--- src/rtl/hse_pkg.sv ---
`timescale 1ns / 1ps
// Shared types and constants of the hash set engine.
// No dependencies; every other file but hse_ram imports this package.
package hse_pkg;

	// Field widths of the stream items
	localparam int KEY_W  = 32;
	localparam int ACT_W  = 2;
	localparam int CNT_W  = 11;
	localparam int SLOT_W = KEY_W + 1;  // stored key plus its valid bit
	localparam int IN_W   = 40;         // action and key, padded to whole bytes
	localparam int OUT_W  = 16;         // was_present, status, entries_held, padded

	// Action codes; any other code acts as a lookup
	localparam logic [ACT_W-1:0] ACT_INSERT = 2'd1;
	localparam logic [ACT_W-1:0] ACT_REMOVE = 2'd2;

	// Outcome of one bucket visit
	typedef struct packed {
		logic hit;   // key found in the bucket
		logic full;  // insert refused, no free slot
		logic wr;    // row must be written back
		logic inc;   // one key added
		logic dec;   // one key removed
	} bkt_res_t;

endpackage

--- src/rtl/hse_bucket.sv ---
`timescale 1ns / 1ps
// Bucket row logic: compares all slots of one row at once and builds the
// row to write back for an insert or a remove. Depends on hse_pkg.
module hse_bucket
	import hse_pkg::*;
#(
	parameter int SLOTS = 4
) (
	input  logic [ACT_W-1:0]        action,
	input  logic [KEY_W-1:0]        key,
	input  logic [SLOTS*SLOT_W-1:0] row,
	output bkt_res_t                res,
	output logic [SLOTS*SLOT_W-1:0] new_row
);

	logic [SLOTS-1:0] valid_v, match_v, hit_oh, free_oh;
	logic             hit, has_free, is_ins, is_rem, do_ins, do_rem;

	// Compare every slot of the row
	always_comb begin
		for (int s = 0; s < SLOTS; s++) begin
			valid_v[s] = row[s*SLOT_W + KEY_W];
			match_v[s] = valid_v[s] && (row[s*SLOT_W +: KEY_W] == key);
		end
	end

	// Pick the lowest matching slot and the lowest free slot
	assign hit_oh   = match_v & (~match_v + SLOTS'(1));
	assign free_oh  = ~valid_v & (valid_v + SLOTS'(1));
	assign hit      = |match_v;
	assign has_free = |(~valid_v);

	assign is_ins = (action == ACT_INSERT);
	assign is_rem = (action == ACT_REMOVE);
	assign do_ins = is_ins && !hit && has_free;
	assign do_rem = is_rem && hit;

	assign res.hit  = hit;
	assign res.full = is_ins && !hit && !has_free;
	assign res.wr   = do_ins || do_rem;
	assign res.inc  = do_ins;
	assign res.dec  = do_rem;

	// Place the key in the free slot, or drop the valid bit of the hit
	always_comb begin
		new_row = row;
		for (int s = 0; s < SLOTS; s++) begin
			if (do_ins && free_oh[s]) begin
				new_row[s*SLOT_W +: SLOT_W] = {1'b1, key};
			end
			if (do_rem && hit_oh[s]) begin
				new_row[s*SLOT_W + KEY_W] = 1'b0;
			end
		end
	end

endmodule

--- config.mk ---
export PLATFORM = sky130hd
export DESIGN_NAME = hse_bucket
export DESIGN_NICKNAME = d
export VERILOG_FILES = /design/src/rtl/hse_pkg.sv /design/src/rtl/hse_bucket.sv
export SDC_FILE = /design/constraint.sdc
export NUM_CORES = 1
export LEC_CHECK = 0
export BUFFER_PORTS_ARGS = -buffer_cell sky130_fd_sc_hd__buf_2
export CAP_MARGIN = 15
export CORE_AREA = 2 2 117 119
export DETAILED_ROUTE_END_ITERATION = 7
export DIE_AREA = 0 0 119 121
export GPL_TIMING_DRIVEN = 0
export PLACE_DENSITY = 0.63
export SYNTH_ARGS = -nofsm -noshare
export SYNTH_HDL_FRONTEND = slang
export SYNTH_SLANG_ARGS = --single-unit
--- constraint.sdc ---
create_clock -name vclk -period 6.1
set_input_delay 0.61 -clock vclk [all_inputs]
set_output_delay 0.61 -clock vclk [all_outputs]
set_load 0.01 [all_outputs]
==> summary.txt, run 1 <==
STA
  – Fin Hold WS: around 1500 ps
  – Relative slew slack: roughly 25%
  – Period utilisation layout: between 60% and 70%
  – Max-slew violation count: 0
  – Fin Setup TNS: 0 ps
  – Final Hold Fails: 0
  – Final setup violation count: 0
  – Worst Max-Slew Pin Slew: roughly 1100 ps
  – Max Fclk: about 240 MHz
  – Tmin final: approximately 4200 ps
  – Setup repair after global routing missed its margin: false

Logic synthesis
  – Register area share after synthesis: 0%
  – Distinct cells, synth: 31
  – Top-area cell type share of the netlist area: 24.01%
  – Dominant cell type by area after synthesis: mux2_1
  – Mapped Cells: between 300 and 400
  – Synth Net Count: between 500 and 600
  – Synth Cell Area: ~3400 sq um
  – Avg Inst Size Synth: between 8 and 9 sq um
  – Synth warn: 0
  – Largest cells by area after synthesis: mux2_1 24%, xor2_1 22%, mux2_2 18%

Status
  – Status: completed

Global routing
  – Gr usage total: 22.09%
  – Vias in the first global route: roughly 3,900
  – Wire length of the first global-routing pass: 23.72 mm
  – Gr ovfl total: 0
  – Largest net degree at the start of global routing: 11
  – Initial antenna violation count: 0

Final layout
  – Seq_cells: 0
  – # fillers: 1,408
  – Final instance area: approximately 5000 sq um
  – Commonest cells after routing, fill and taps aside: 299 x buf_2, 86 x xor2_1, 73 x mux2_1, 55 x mux2_2, 42 x xnor2_1
  – FF/Latch Area: 0 sq um
  – Clock Buffer Count: 0
  – Share of cells above drive strength 1: about three fifths
  – Final Util: between 30% and 40%
  – Area grow syn2layout: 46.05%
  – Commonest non-fill, non-tap cell in the layout: buf_2
  – Ant. Diodes: 0
  – Nets: 821

Worst setup path
  – Critical path fanouts, max: 10
  – Critical Path Sink Type: primary output
  – Req. time, crit path: 5490 ps
  – CP Launch Type: primary input
  – Worst Path Arrival: 3630 ps
  – Worst Setup Path Type: in2out

Power and ir drop
  – Tot Pwr: 0.3528 mW
  – NetSw: roughly 0.19 mW
  – Leakage: between 2 and 2.5 nW
  – Maximum VDD drop: between 30 and 40 uV
  – Clock Power Share: 0%
  – Pwr Density: 70.56 nW/um^2
  – Sequential share of power: 0%
  – Internal: approximately 0.17 mW
  – Sw frac: between 50% and 60%
  – Gate power share: 100.0%

Routing
  – Wire length on met2: just under 9 mm
  – Routed len/inst: 20.50 um
  – Post-DRT Antenna Nets: 0
  – Detailed Route Iter0 Violations: between 100 and 150
  – DRC viols: 0
  – DRT Pass-1 Iters: 4
  – Total wire length: ~17 mm
  – Via-to-Cell Ratio: 4.773
  – Top Layer Used: met4
  – Met3 wire length: approximately 1.1 mm
  – Vias post-DR: about 4,000
  – Metal-1 WL: 7.040 mm

Die
  – Die W: 119 um
  – Initial cell density of the core: about a quarter
  – I/O pin cnt: a little over 300
  – Total die area: roughly 14,000 sq um
  – Core Rows: 42
  – Std-Cell Core Area: between 10,000 and 15,000 sq um
  – Die height: roughly 120 um

Placement
  – GP Congestion: around 0.84
  – DP HPWL: 14.44 mm
  – IO buf count: between 200 and 300
  – Post-DP Area: approximately 5000 sq um

CTS
  – Hold_buf cts: 0
  – Post-CTS setup buffer count: 0
  – Post-CTS sizing: 0

Job
  – Maxcap violations: 0

Worst hold path
  – Hold Path Class: in2out
-- layer usage --
| metal | track usage, % | up-vias |
|---|---|---|
| met1 | 27.30 | 1854 |
| met3 | 2.350 | 10 |
| met2 | 42.28 | 198 |
| met5 | 0 | - |
| met4 | 2.381 | 0 |
| li1 | - | 1895 |
-- critical path, stage by stage --
cell     delay, ps
buf_2          190
xor2_1         190
nor4_1         520
nand4_1        260
or4_1          640
nand4_4        180
or3_1          130
buf_4          180
buf_6          220
mux2_1         340
buf_2          150
-- per-stage QoR --
stage,instances,setup slack (ps)
2_1_floorplan,382,2729
3_3_place_gp,829,1840
3_5_place_dp,829,1863
4_1_cts,829,1855
5_1_grt,829,1731
6_report,829,1861
-- cell usage after synthesis (2+ instances only) --
master	number
mux2_2	55
nor3_1	5
or4_4	2
buf_2	28
and2_1	2
nand4_1	14
nand2b_1	2
nand3_1	5
or4_1	2
nor4_1	21
nor2_1	4
mux2_1	73
buf_6	10
xnor2_1	42
xor2_1	86
buf_12	3
nand2_1	7
buf_4	8
-- layout make-up --
type               count  area [sq um]  share of cell area [%]
multi-input cells    332          3047                   60.94
repair buffers       271          1356                   27.13
plain buffers         49         372.9                   7.457
well taps            176         220.2                   4.404
inverters              1         3.754                 0.07508
-- power by group through the flow --
stage / sequential (mW) / clock (mW) / combinational [mW]
final: 0 / 0 / 0.353
after CTS: 0 / 0 / 0.357
after global routing: 0 / 0 / 0.382
after detailed placement: 0 / 0 / 0.354
after floorplan: 0 / 0 / 0.193
after global placement: 0 / 0 / 0.354
-- cells by family after synthesis --
kind of cell	Yosys count	share of synthesized area (%)
XOR/XNOR	128	32.75
buffers and inverters	50	11.00
AND/OR/NAND/NOR	71	13.12
multiplexers	128	42.11
AO/OA/AOI/OAI	5	1.023
-- final timing paths --
check / start / end / slack (ps) / cells past startpoint
worst min-delay path: row[113] / new_row[113] / 1540 / 3
worst max-delay path: key[16] / new_row[16] / 1860 / 11
Power figures use the tool's default switching activity.
==> run 2: changes to the inputs <==
--- a/config.mk
+++ b/config.mk
@@ -11,7 +11,7 @@
 export DETAILED_ROUTE_END_ITERATION = 7
 export DIE_AREA = 0 0 119 121
 export GPL_TIMING_DRIVEN = 0
-export PLACE_DENSITY = 0.63
+export PLACE_DENSITY = 0.65
 export SYNTH_ARGS = -nofsm -noshare
 export SYNTH_HDL_FRONTEND = slang
 export SYNTH_SLANG_ARGS = --single-unit
==> constraint.sdc (replaced) <==
create_clock -name vclk -period 3.7
set_input_delay 0.37 -clock vclk [all_inputs]
set_output_delay 0.37 -clock vclk [all_outputs]
set_load 0.01 [all_outputs]
==> summary.txt, run 2 (synthesis gave the netlist of run 1 again) <==
Status
  – Status: completed

Placement
  – IO buf count: 271 (unchanged)
  – Post-DP Area: 5000 sq um (unchanged)
  – DP HPWL: 14.68 mm (+1.7%)
  – GP Congestion: 0.8580 (+1.9%)

Final layout
  – Commonest cells after routing, fill and taps aside: 299 x buf_2, 86 x xor2_1, 73 x mux2_1, 55 x mux2_2, 42 x xnor2_1
  – FF/Latch Area: 0 sq um (unchanged)
  – Share of cells above drive strength 1: 59.57% (+1.2 points)
  – Ant. Diodes: 0 (unchanged)
  – Clock Buffer Count: 0 (unchanged)
  – Seq_cells: 0 (unchanged)
  – # fillers: 1,385 (-1.6%)
  – Nets: 821 (unchanged)
  – Area grow syn2layout: 47.77%
  – Final instance area: 5059 sq um (+1.2%)
  – Commonest non-fill, non-tap cell in the layout: buf_2

STA
  – Final setup violation count: 0 (unchanged)
  – Period utilisation layout: between 90% and 100%
  – Tmin final: between 3000 and 4000 ps
  – Max Fclk: 276.3 MHz
  – Fin Hold WS: 1059 ps (-479.9 ps)
  – Worst Max-Slew Pin Slew: 944.0 ps (-172.6 ps)
  – Max-slew violation count: 0 (unchanged)
  – Final Hold Fails: 0 (unchanged)
  – Setup repair after global routing missed its margin: false
  – Relative slew slack: 36.54% (+11 points)

Global routing
  – Wire length of the first global-routing pass: 23.80 mm (+0.32%)
  – Gr usage total: 22.38% (+0.29 points)
  – Initial antenna violation count: 0 (unchanged)
  – Gr ovfl total: 0 (unchanged)
  – Vias in the first global route: 3,845 (-2.0%)
  – Largest net degree at the start of global routing: 11 (unchanged)

Routing
  – Via-to-Cell Ratio: 4.860 (+1.8%)
  – Vias post-DR: 4,029 (+1.8%)
  – DRT Pass-1 Iters: 4 (unchanged)
  – DRC viols: 0 (unchanged)
  – Total wire length: 17.37 mm (+2.2%)
  – Detailed Route Iter0 Violations: 116 (-0.85%)
  – Routed len/inst: 20.96 um (+2.2%)
  – Post-DRT Antenna Nets: 0 (unchanged)

CTS
  – Hold_buf cts: 0 (unchanged)

Die
  – Core Rows: 42 (unchanged)
  – I/O pin cnt: 303 (unchanged)
  – Die height: 121 um (unchanged)
  – Total die area: 14,400 sq um (unchanged)
  – Initial cell density of the core: 26.16% (unchanged)
  – Die W: 119 um (unchanged)
  – Std-Cell Core Area: 13,090 sq um (unchanged)

Worst setup path
  – CP max-delay cell: or4_1
  – Max stage delay on crit path: 630 ps (about the same)
  – Critical path fanouts, max: 10 (unchanged)
  – Req. time, crit path: 3330 ps (-2160 ps)
  – Critical Path Sink Type: primary output
  – Worst Setup Path Type: in2out
  – Critical path buffer and inverter count: 4 (unchanged)
  – Crit-path most repeated cell: buf_2
  – Largest delay share family, worst path: simple AND/OR/NAND/NOR gates
  – CP Launch Type: primary input
  – Worst Path Arrival: 3250 ps (-380 ps)
  – Crit-path cells: buf_2, xor2_1, nor4_1, nand4_1, or4_1, nand4_4, or3_1, buf_4, buf_6, mux2_1, buf_2

Power and ir drop
  – Leakage: 2.384 nW (+0.33%)
  – Maximum VDD drop: 64.69 uV (+93%)
  – Pwr Density: 117.7 nW/um^2 (+67%)

Job
  – Maxcap violations: 0 (unchanged)

Worst hold path
  – Hold Path Class: in2out
==> run 2: cell counts in the layout (fill, tap and decap cells not counted) <==
No cell type changed its count.
==> run 2: path summary, 6_finish.rpt <==
kind	depth (start not counted)	slack (ps)	start	to
hold / removal	3	1060	row[113]	new_row[113]
setup / recovery	11	80	key[10]	new_row[0]
==> run 2: per-stage QoR <==
step	TNS, ps	worst slack, ps	utilization [%]	std cells	power, mW
floorplan	0	809.4	-	382	0.3184
global placement	-46.20	-18.36	38.21	829	0.5817
detailed placement	-220.5	-30.08	38.21	829	0.5857
CTS	0	10.36	38.37	829	0.5921
global route	0	23.33	38.66	829	0.6401
finish	0	81.27	38.66	829	0.5955
==> run 2: cell type report <==
class	count	area [sq um]	area share, %
multi-input cells	332	3105	61.39
repair buffers	271	1356	26.81
plain buffers	49	372.9	7.371
well taps	176	220.2	4.353
inverters	1	3.754	0.07420
==> run 2: power by group <==
group	leakage [nW]	switching (mW)	internal [mW]
Combinational	2.38	0.321	0.275
Clock	0	0	0
Sequential	0	0	0
==> run 2: per-layer routing <==
metal | part of all wire [%] | routed length [um] | GRT usage, % | vias up
met4 | 0.37 | 64 | 1.339 | 0
li1 | - | - | - | 1886
met1 | 42 | 7304 | 28.15 | 1952
met2 | 52 | 9025 | 42.64 | 187
met5 | 0 | 0 | 0 | -
met3 | 5.6 | 977 | 2.491 | 4
==> run 2: what timing repair did <==
action,4_1_cts,5_1_grt
endpoints found under the setup margin,29,33
gates resized for setup,3,6
setup buffers,0,0
