File: src/rtl/hse_pkg.sv
`timescale 1ns / 1ps
// Shared types and constants of the hash set engine.
// No dependencies; every other file but hse_ram imports this package.
package hse_pkg;

	// Field widths of the stream items
	localparam int KEY_W  = 32;
	localparam int ACT_W  = 2;
	localparam int CNT_W  = 11;
	localparam int SLOT_W = KEY_W + 1;  // stored key plus its valid bit
	localparam int IN_W   = 40;         // action and key, padded to whole bytes
	localparam int OUT_W  = 16;         // was_present, status, entries_held, padded

	// Action codes; any other code acts as a lookup
	localparam logic [ACT_W-1:0] ACT_INSERT = 2'd1;
	localparam logic [ACT_W-1:0] ACT_REMOVE = 2'd2;

	// Outcome of one bucket visit
	typedef struct packed {
		logic hit;   // key found in the bucket
		logic full;  // insert refused, no free slot
		logic wr;    // row must be written back
		logic inc;   // one key added
		logic dec;   // one key removed
	} bkt_res_t;

endpackage

File: src/rtl/hse_mod.sv
`timescale 1ns / 1ps
// Bucket index unit: key modulo NUM_BUCKETS in three pipeline stages,
// by reciprocal multiply, back multiply and one correction. Depends on hse_pkg.
module hse_mod
	import hse_pkg::*;
#(
	parameter int NUM_BUCKETS = 256
) (
	input  logic                           clk,
	input  logic                           arst_n,
	input  logic                           in_valid,
	input  logic [KEY_W-1:0]               in_key,
	output logic                           out_valid,
	output logic [$clog2(NUM_BUCKETS)-1:0] out_bucket
);

	localparam int          LOG_NB = $clog2(NUM_BUCKETS);
	localparam int          SHIFT  = 31 + LOG_NB;
	// floor(2^SHIFT / N) lies in [2^31, 2^32); the quotient estimate is q or q-1
	localparam logic [63:0] RECIP64 = (64'd1 << SHIFT) / 64'(NUM_BUCKETS);
	localparam logic [31:0] RECIP   = RECIP64[31:0];
	localparam logic [31:0] NB32    = 32'(NUM_BUCKETS);
	localparam logic [LOG_NB:0] NB_R = (LOG_NB+1)'(NUM_BUCKETS);

	logic              v_s1, v_s2, v_s3;
	logic [KEY_W-1:0]  key_s1, key_s2;
	logic [31:0]       q_s1;
	logic [31:0]       qn_s2;
	logic [LOG_NB-1:0] bucket_s3;
	logic [63:0]       prod1, prod2;
	logic [31:0]       diff;
	logic [LOG_NB:0]   rem_raw;
	logic [LOG_NB:0]   rem_fix;

	assign prod1 = {32'b0, in_key} * {32'b0, RECIP};
	assign prod2 = {32'b0, q_s1} * {32'b0, NB32};
	assign diff  = key_s2 - qn_s2;
	assign rem_raw = diff[LOG_NB:0];
	assign rem_fix = (rem_raw >= NB_R) ? (rem_raw - NB_R) : rem_raw;

	// Advance the valid flags
	always_ff @(posedge clk or negedge arst_n) begin
		if (!arst_n) begin
			v_s1 <= 1'b0;
			v_s2 <= 1'b0;
			v_s3 <= 1'b0;
		end else begin
			v_s1 <= in_valid;
			v_s2 <= v_s1;
			v_s3 <= v_s2;
		end
	end

	// Stage 1: quotient estimate; stage 2: estimate times N; stage 3: remainder
	always_ff @(posedge clk) begin
		key_s1    <= in_key;
		q_s1      <= 32'(prod1 >> SHIFT);
		key_s2    <= key_s1;
		qn_s2     <= prod2[31:0];
		bucket_s3 <= rem_fix[LOG_NB-1:0];
	end

	assign out_valid  = v_s3;
	assign out_bucket = bucket_s3;

endmodule

File: config.mk
export PLATFORM = sky130hd
export DESIGN_NAME = hse_mod
export DESIGN_NICKNAME = d
export VERILOG_FILES = /design/src/rtl/hse_pkg.sv /design/src/rtl/hse_mod.sv
export SDC_FILE = /design/constraint.sdc
export NUM_CORES = 1
export LEC_CHECK = 0
export BUFFER_PORTS_ARGS = -buffer_cell sky130_fd_sc_hd__buf_2
export CORE_MARGIN = 3
export CORE_UTILIZATION = 38
export DETAILED_ROUTE_END_ITERATION = 16
export PLACE_DENSITY = 0.79
export RECOVER_POWER = 100
export SETUP_SLACK_MARGIN = 0.3
export SYNTH_ARGS = -nofsm -noshare
export SYNTH_HDL_FRONTEND = slang
export SYNTH_SLANG_ARGS = --single-unit
File: constraint.sdc
create_clock -name clk -period 0.8 [get_ports clk]
set_input_delay 0 -clock clk [delete_from_list [all_inputs] [get_ports clk]]
set_output_delay 0 -clock clk [all_outputs]
set_load 0.05 [all_outputs]
==> results of run 1 <==
-- what timing repair did --
| action | CTS | global route |
|---|---|---|
| endpoints found under the setup margin | 9 | 9 |
| hold buffers | 10 | 0 |
| gates resized for setup | 20 | 4 |
| hold endpoints to repair | 12 | 0 |
-- logic make-up (layout without fill, tap and decap cells) --
family | Yosys count | count (layout) | share of synthesized area (%)
flops | 27 | 27 | 100.0
buf+inv | 0 | 33 | 0
-- path summary, 6_finish.rpt --
| kind | startpoint | to | slack, ns | depth (start not counted) |
|---|---|---|---|---|
| min in group clk | in_key[5] | key_s1[5]$_DFF_P_ | 0.31 | 2 |
| max in group asynchronous | arst_n | out_valid$_DFF_PN0_ | 0.61 | 2 |
| min reg2reg | key_s2[7]$_DFF_P_ | out_bucket[7]$_DFF_P_ | 0.33 | 0 |
| max | out_valid$_DFF_PN0_ | out_valid | -0.06 | 1 |
| min | arst_n | v_s1$_DFF_PN0_ | 0.02 | 2 |
| max reg2reg | v_s1$_DFF_PN0_ | v_s2$_DFF_PN0_ | 0.33 | 0 |
-- registers in the layout (all words and copies together), names as in the netlist --
name / count
out_bucket: 8
v_s2: 1
v_s1: 1
key_s1: 8
key_s2: 8
out_valid: 1
-- where the power goes --
group / internal [mW] / switching (mW) / total (mW)
logic: 0.104 / 0.105 / 0.209
clock network: 0.186 / 0.338 / 0.524
registers: 1.42 / 0.0228 / 1.45
-- synth_stat cells, drive strengths merged --
cell type and instances:
dfxtp 24, dfrtp 3
-- area by class of cell --
| cell class | instances | area, µm² |
|---|---|---|
| clock buffers | 3 | 22.52 |
| flip-flops and latches | 27 | 566.8 |
| well taps | 15 | 18.77 |
| fillers | 94 | 447.9 |
| clock inverters | 1 | 5.005 |
| repair buffers | 29 | 272.8 |
-- routing by layer --
| layer | up-vias | global-route usage [%] | part of all wire [%] |
|---|---|---|---|
| met2 | 13 | 11.34 | 47 |
| met4 | 0 | 9.036 | 3.7 |
| met3 | 2 | 1.220 | 6.9 |
| met5 | - | 0 | 0 |
| li1 | 148 | - | - |
| met1 | 111 | 9.399 | 42 |
==> results.cfg, run 1 <==
[final_layout]
synthToLayoutAreaGrowth_pct = 59.46
final_core_util_pct = 66.42
post-route-cell-area_um2 = 885.9
comb.multi_input.count = 0
layout_commonest_cell = dfxtp_1
nets = 96
multi_input_area_um2 = 0
antenna_cells = 0
mostFrequentLayoutCells = dfxtp_1, dlygate4sd3_1, buf_2
drive_above_1_share_pct = 51.67
stdcell_count = 75

[worst_setup_path]
critPathBufInv = 1
critPathMaxFanout = 1
crit_type = flop to primary output
crit_chain = buf_6
crit_required_ns = 0.80
critPathTopFamily = flip-flops
start_kind = flop
cpMaxStageDelayCell = dfrtp_2
cp_slowest_stage_delay_ns = 0.42
cp-end-kind = primary output
worstPathArrival_ns = 0.86

[sta]
period_minus_slack_ns = 0.8611
finalSetupViolCount = 2
hold_viol = 0
slew_headroom_pct = 89.35
tightestPinTransition_ns = 0.1598
worst_slack_ns = -0.06111
rsz0062_at_grt = yes
tns_ns = -0.06637
maxSlewViolCount = 0
fin_crit_sh_pct = 107.6
finClkSkew_ns = 0.007376
max_freq_mhz = 1161
holdWs_ns = 0.02272

[floorplanning]
rows = 13
dieArea_um2 = 1957
start_util_pct = 41.65
io_pins = 44
core-area_um2 = 1334
die_y_um = 44.24
die_w_um = 44.24

[detailed_routing]
drtIter0Drc = 0
dr.pass1.iters = 1
num_vias = 274
postRouteAntennaNets = 0
routedWlPerCell_um = 8.280
drt_wl_total_um = 621
vias_per_cell = 3.653
drc = 0

[synthesis]
synth_area_leader_cell = dfxtp_1
synth_nets = 62
ys_seq_area_share_pct = 100.0
yosysUniqueCellTypes = 2
ys_seq_elements = 27
ys_top_cells_by_area = dfxtp_1, dfrtp_1
syn_area_per_cell_um2 = 20.58
synth.yosys.warnings = 0
synth_top_area_share_pct = 86.49
synth_cells = 27
synth_area_um2 = 555.5

[power]
finalPower_mw = 2.178
cellLeakagePower_nw = 0.3953
vdd_drop_max_mv = 1.556
powerDensity_nw_per_um2 = 2459

[clock_tree]
clk_latency_ns = 0.30
post-cts-setup-buffer-count = 0
cts_buffers = 3
clkTransAtPathRegs_ns = 0.12
clock_path_buffers = 2
cts_tree = done
root_buffer = clkbuf_4
cts_sinks = 27
htreeDepth = 1

[grt]
grt_pass1_vias = 280
grt_use_total_pct = 7.922
grt_overflow = 0
grt_pass1_wl_mm = 1.062
grt_max_degree = 16
antenna_found_initial = 0

[placement]
port_buffers = 19
dp_cells = 61
pre_cts_ws_ns = 0.2354
gp_congestion = 0.5803
placed_cell_area_um2 = 680.7

[outcome]
status = finished with violations
violations = negative setup slack

[job]
drv_cap = 0

[hold_path]
min_path_type = primary input to async pin
(Power assumes the default switching activity.)
==> run 2, diff against run 1 <==
--- a/config.mk
+++ b/config.mk
@@ -7,9 +7,9 @@
 export LEC_CHECK = 0
 export BUFFER_PORTS_ARGS = -buffer_cell sky130_fd_sc_hd__buf_2
 export CORE_MARGIN = 3
-export CORE_UTILIZATION = 38
+export CORE_UTILIZATION = 25
 export DETAILED_ROUTE_END_ITERATION = 16
-export PLACE_DENSITY = 0.79
+export PLACE_DENSITY = 0.56
 export RECOVER_POWER = 100
 export SETUP_SLACK_MARGIN = 0.3
 export SYNTH_ARGS = -nofsm -noshare
==> constraint.sdc (replaced) <==
create_clock -name clk -period 0.8 [get_ports clk]
set_input_delay 0.04 -clock clk [delete_from_list [all_inputs] [get_ports clk]]
set_output_delay 0.04 -clock clk [all_outputs]
set_load 0.05 [all_outputs]
==> results.cfg, run 2 (same netlist as run 1, synthesis figures left out) <==
[final_layout]
layout_commonest_cell = dfxtp_1
drive_above_1_share_pct = 51.67
antenna_cells = 0
mostFrequentLayoutCells = dfxtp_1, dlygate4sd3_1, buf_2
multi_input_area_um2 = 0
nets = 96
stdcell_count = 87
comb.multi_input.count = 0
post-route-cell-area_um2 = 903.4
synthToLayoutAreaGrowth_pct = 62.61

[power]
switching_power_uw = 489.2
p_int_mw = 1.718
sw_frac_of_total_pct = 22.16
finalPower_mw = 2.207
powerDensity_nw_per_um2 = 2443
clkPwrFrac_pct = 25.0
seqPwrFrac_pct = 65.5
p_comb_share_pct = 9.5
vdd_drop_max_mv = 0.7769
cellLeakagePower_nw = 0.3915

[worst_setup_path]
worstPathArrival_ns = 0.88
cp_slowest_stage_delay_ns = 0.42
crit_required_ns = 0.76
cp-end-kind = primary output
critPathBufInv = 1
reg2reg_depth = 0
cpMaxStageDelayCell = dfrtp_2
path_depth = 1
critPathMaxFanout = 1
crit_type = flop to primary output
critPathTopFamily = flip-flops
crit_chain = buf_6
start_kind = flop

[sta]
worst_slack_ns = -0.1195
fin_crit_sh_pct = 114.9
slew_headroom_pct = 89.70
rsz0062_at_grt = yes
finalSetupViolCount = 9
period_minus_slack_ns = 0.9195
maxSlewViolCount = 0
finClkSkew_ns = 0.004179
tightestPinTransition_ns = 0.1545
hold_viol = 0
max_freq_mhz = 1088

[floorplanning]
die_y_um = 53.14
dieArea_um2 = 2824
io_pins = 44
rows = 16
core-area_um2 = 2042
die_w_um = 53.14
start_util_pct = 27.21

[clock_tree]
clk_latency_ns = 0.31
clkTransAtPathRegs_ns = 0.13
root_buffer = clkbuf_4
cts_tree = done
clock_path_buffers = 2
cts_sinks = 27
htreeDepth = 1
cts_buffers = 3
post-cts-setup-buffer-count = 0

[placement]
placed_cell_area_um2 = 695.7
dp_cells = 73
gp_congestion = 0.5559
port_buffers = 19

[grt]
grt_use_total_pct = 6.343
grt_max_degree = 17
busiest_layer = met4
grt_use_met1_pct = 7.356
grt.met2_usage_pct = 7.645
antenna_found_initial = 0
grt_pass1_wl_mm = 1.159
grt_pass1_vias = 273
grt_overflow = 0
grtUsageMet3_pct = 1.127

[detailed_routing]
num_vias = 284
drt_wl_total_um = 695
drc = 0
postRouteAntennaNets = 0
drtIter0Drc = 0
routedWlPerCell_um = 7.989
dr.pass1.iters = 1
vias_per_cell = 3.264

[job]
drv_cap = 0

[outcome]
violations = negative setup slack
status = finished with violations

[hold_path]
min_path_type = primary input to async pin
## run 2: timing repair
action / 4_1_cts / 5_1_grt
hold endpoints to repair: 12 / 0
gates resized for setup: 18 / 6
setup endpoints to repair: 9 / 9
hold buffers: 10 / 0
pin swaps: 0 / 0
## run 2: layer usage
| metal | vias up | share of wire (%) | wire (µm) |
|---|---|---|---|
| met5 | - | 0 | 0 |
| met4 | 0 | 3.9 | 27 |
| met3 | 2 | 6.3 | 44 |
| met2 | 12 | 47 | 328 |
| met1 | 124 | 42 | 295 |
| li1 | 146 | - | - |
## run 2: power by group through the flow
stage | logic, mW | clock network, mW | registers (mW)
after floorplan | 0 | 0 | 1.55
after global placement | 0.133 | 0 | 1.46
after detailed placement | 0.134 | 0 | 1.47
after CTS | 0.200 | 0.581 | 1.44
after global routing | 0.221 | 0.632 | 1.45
final | 0.210 | 0.552 | 1.45
## run 2: worst paths after layout
kind / start / end / slack (ns)
max: out_valid$_DFF_PN0_ / out_valid / -0.12
min: arst_n / out_valid$_DFF_PN0_ / 0.04
max reg2reg: v_s2$_DFF_PN0_ / out_valid$_DFF_PN0_ / 0.32
min reg2reg: key_s2[3]$_DFF_P_ / out_bucket[3]$_DFF_P_ / 0.34
max in group asynchronous: arst_n / out_valid$_DFF_PN0_ / 0.60
min in group clk: key_s2[3]$_DFF_P_ / out_bucket[3]$_DFF_P_ / 0.34
## run 2: final cells by class
| type | count | area, µm² |
|---|---|---|
| Clock buffer | 3 | 22.52 |
| Clock inverter | 1 | 7.507 |
| Fill cell | 205 | 1139 |
| Sequential cell | 27 | 566.8 |
| Tap cell | 27 | 33.78 |
| Timing Repair Buffer | 29 | 272.8 |
## run 2: per-stage QoR
| stage | setup slack (ns) | utilization [%] | TNS, ns | hold WS, ns |
|---|---|---|---|---|
| 2_1_floorplan | 0.2753 | - | 0 | -0.2556 |
| 3_3_place_gp | 0.1981 | 34.07 | 0 | -0.1629 |
| 3_5_place_dp | 0.1950 | 34.07 | 0 | -0.1615 |
| 4_1_cts | -0.1393 | 43.20 | -0.6267 | 0.01133 |
| 5_1_grt | -0.1635 | 44.24 | -0.8758 | 0.02527 |
| 6_report | -0.1195 | 44.24 | -0.4624 | 0.03585 |
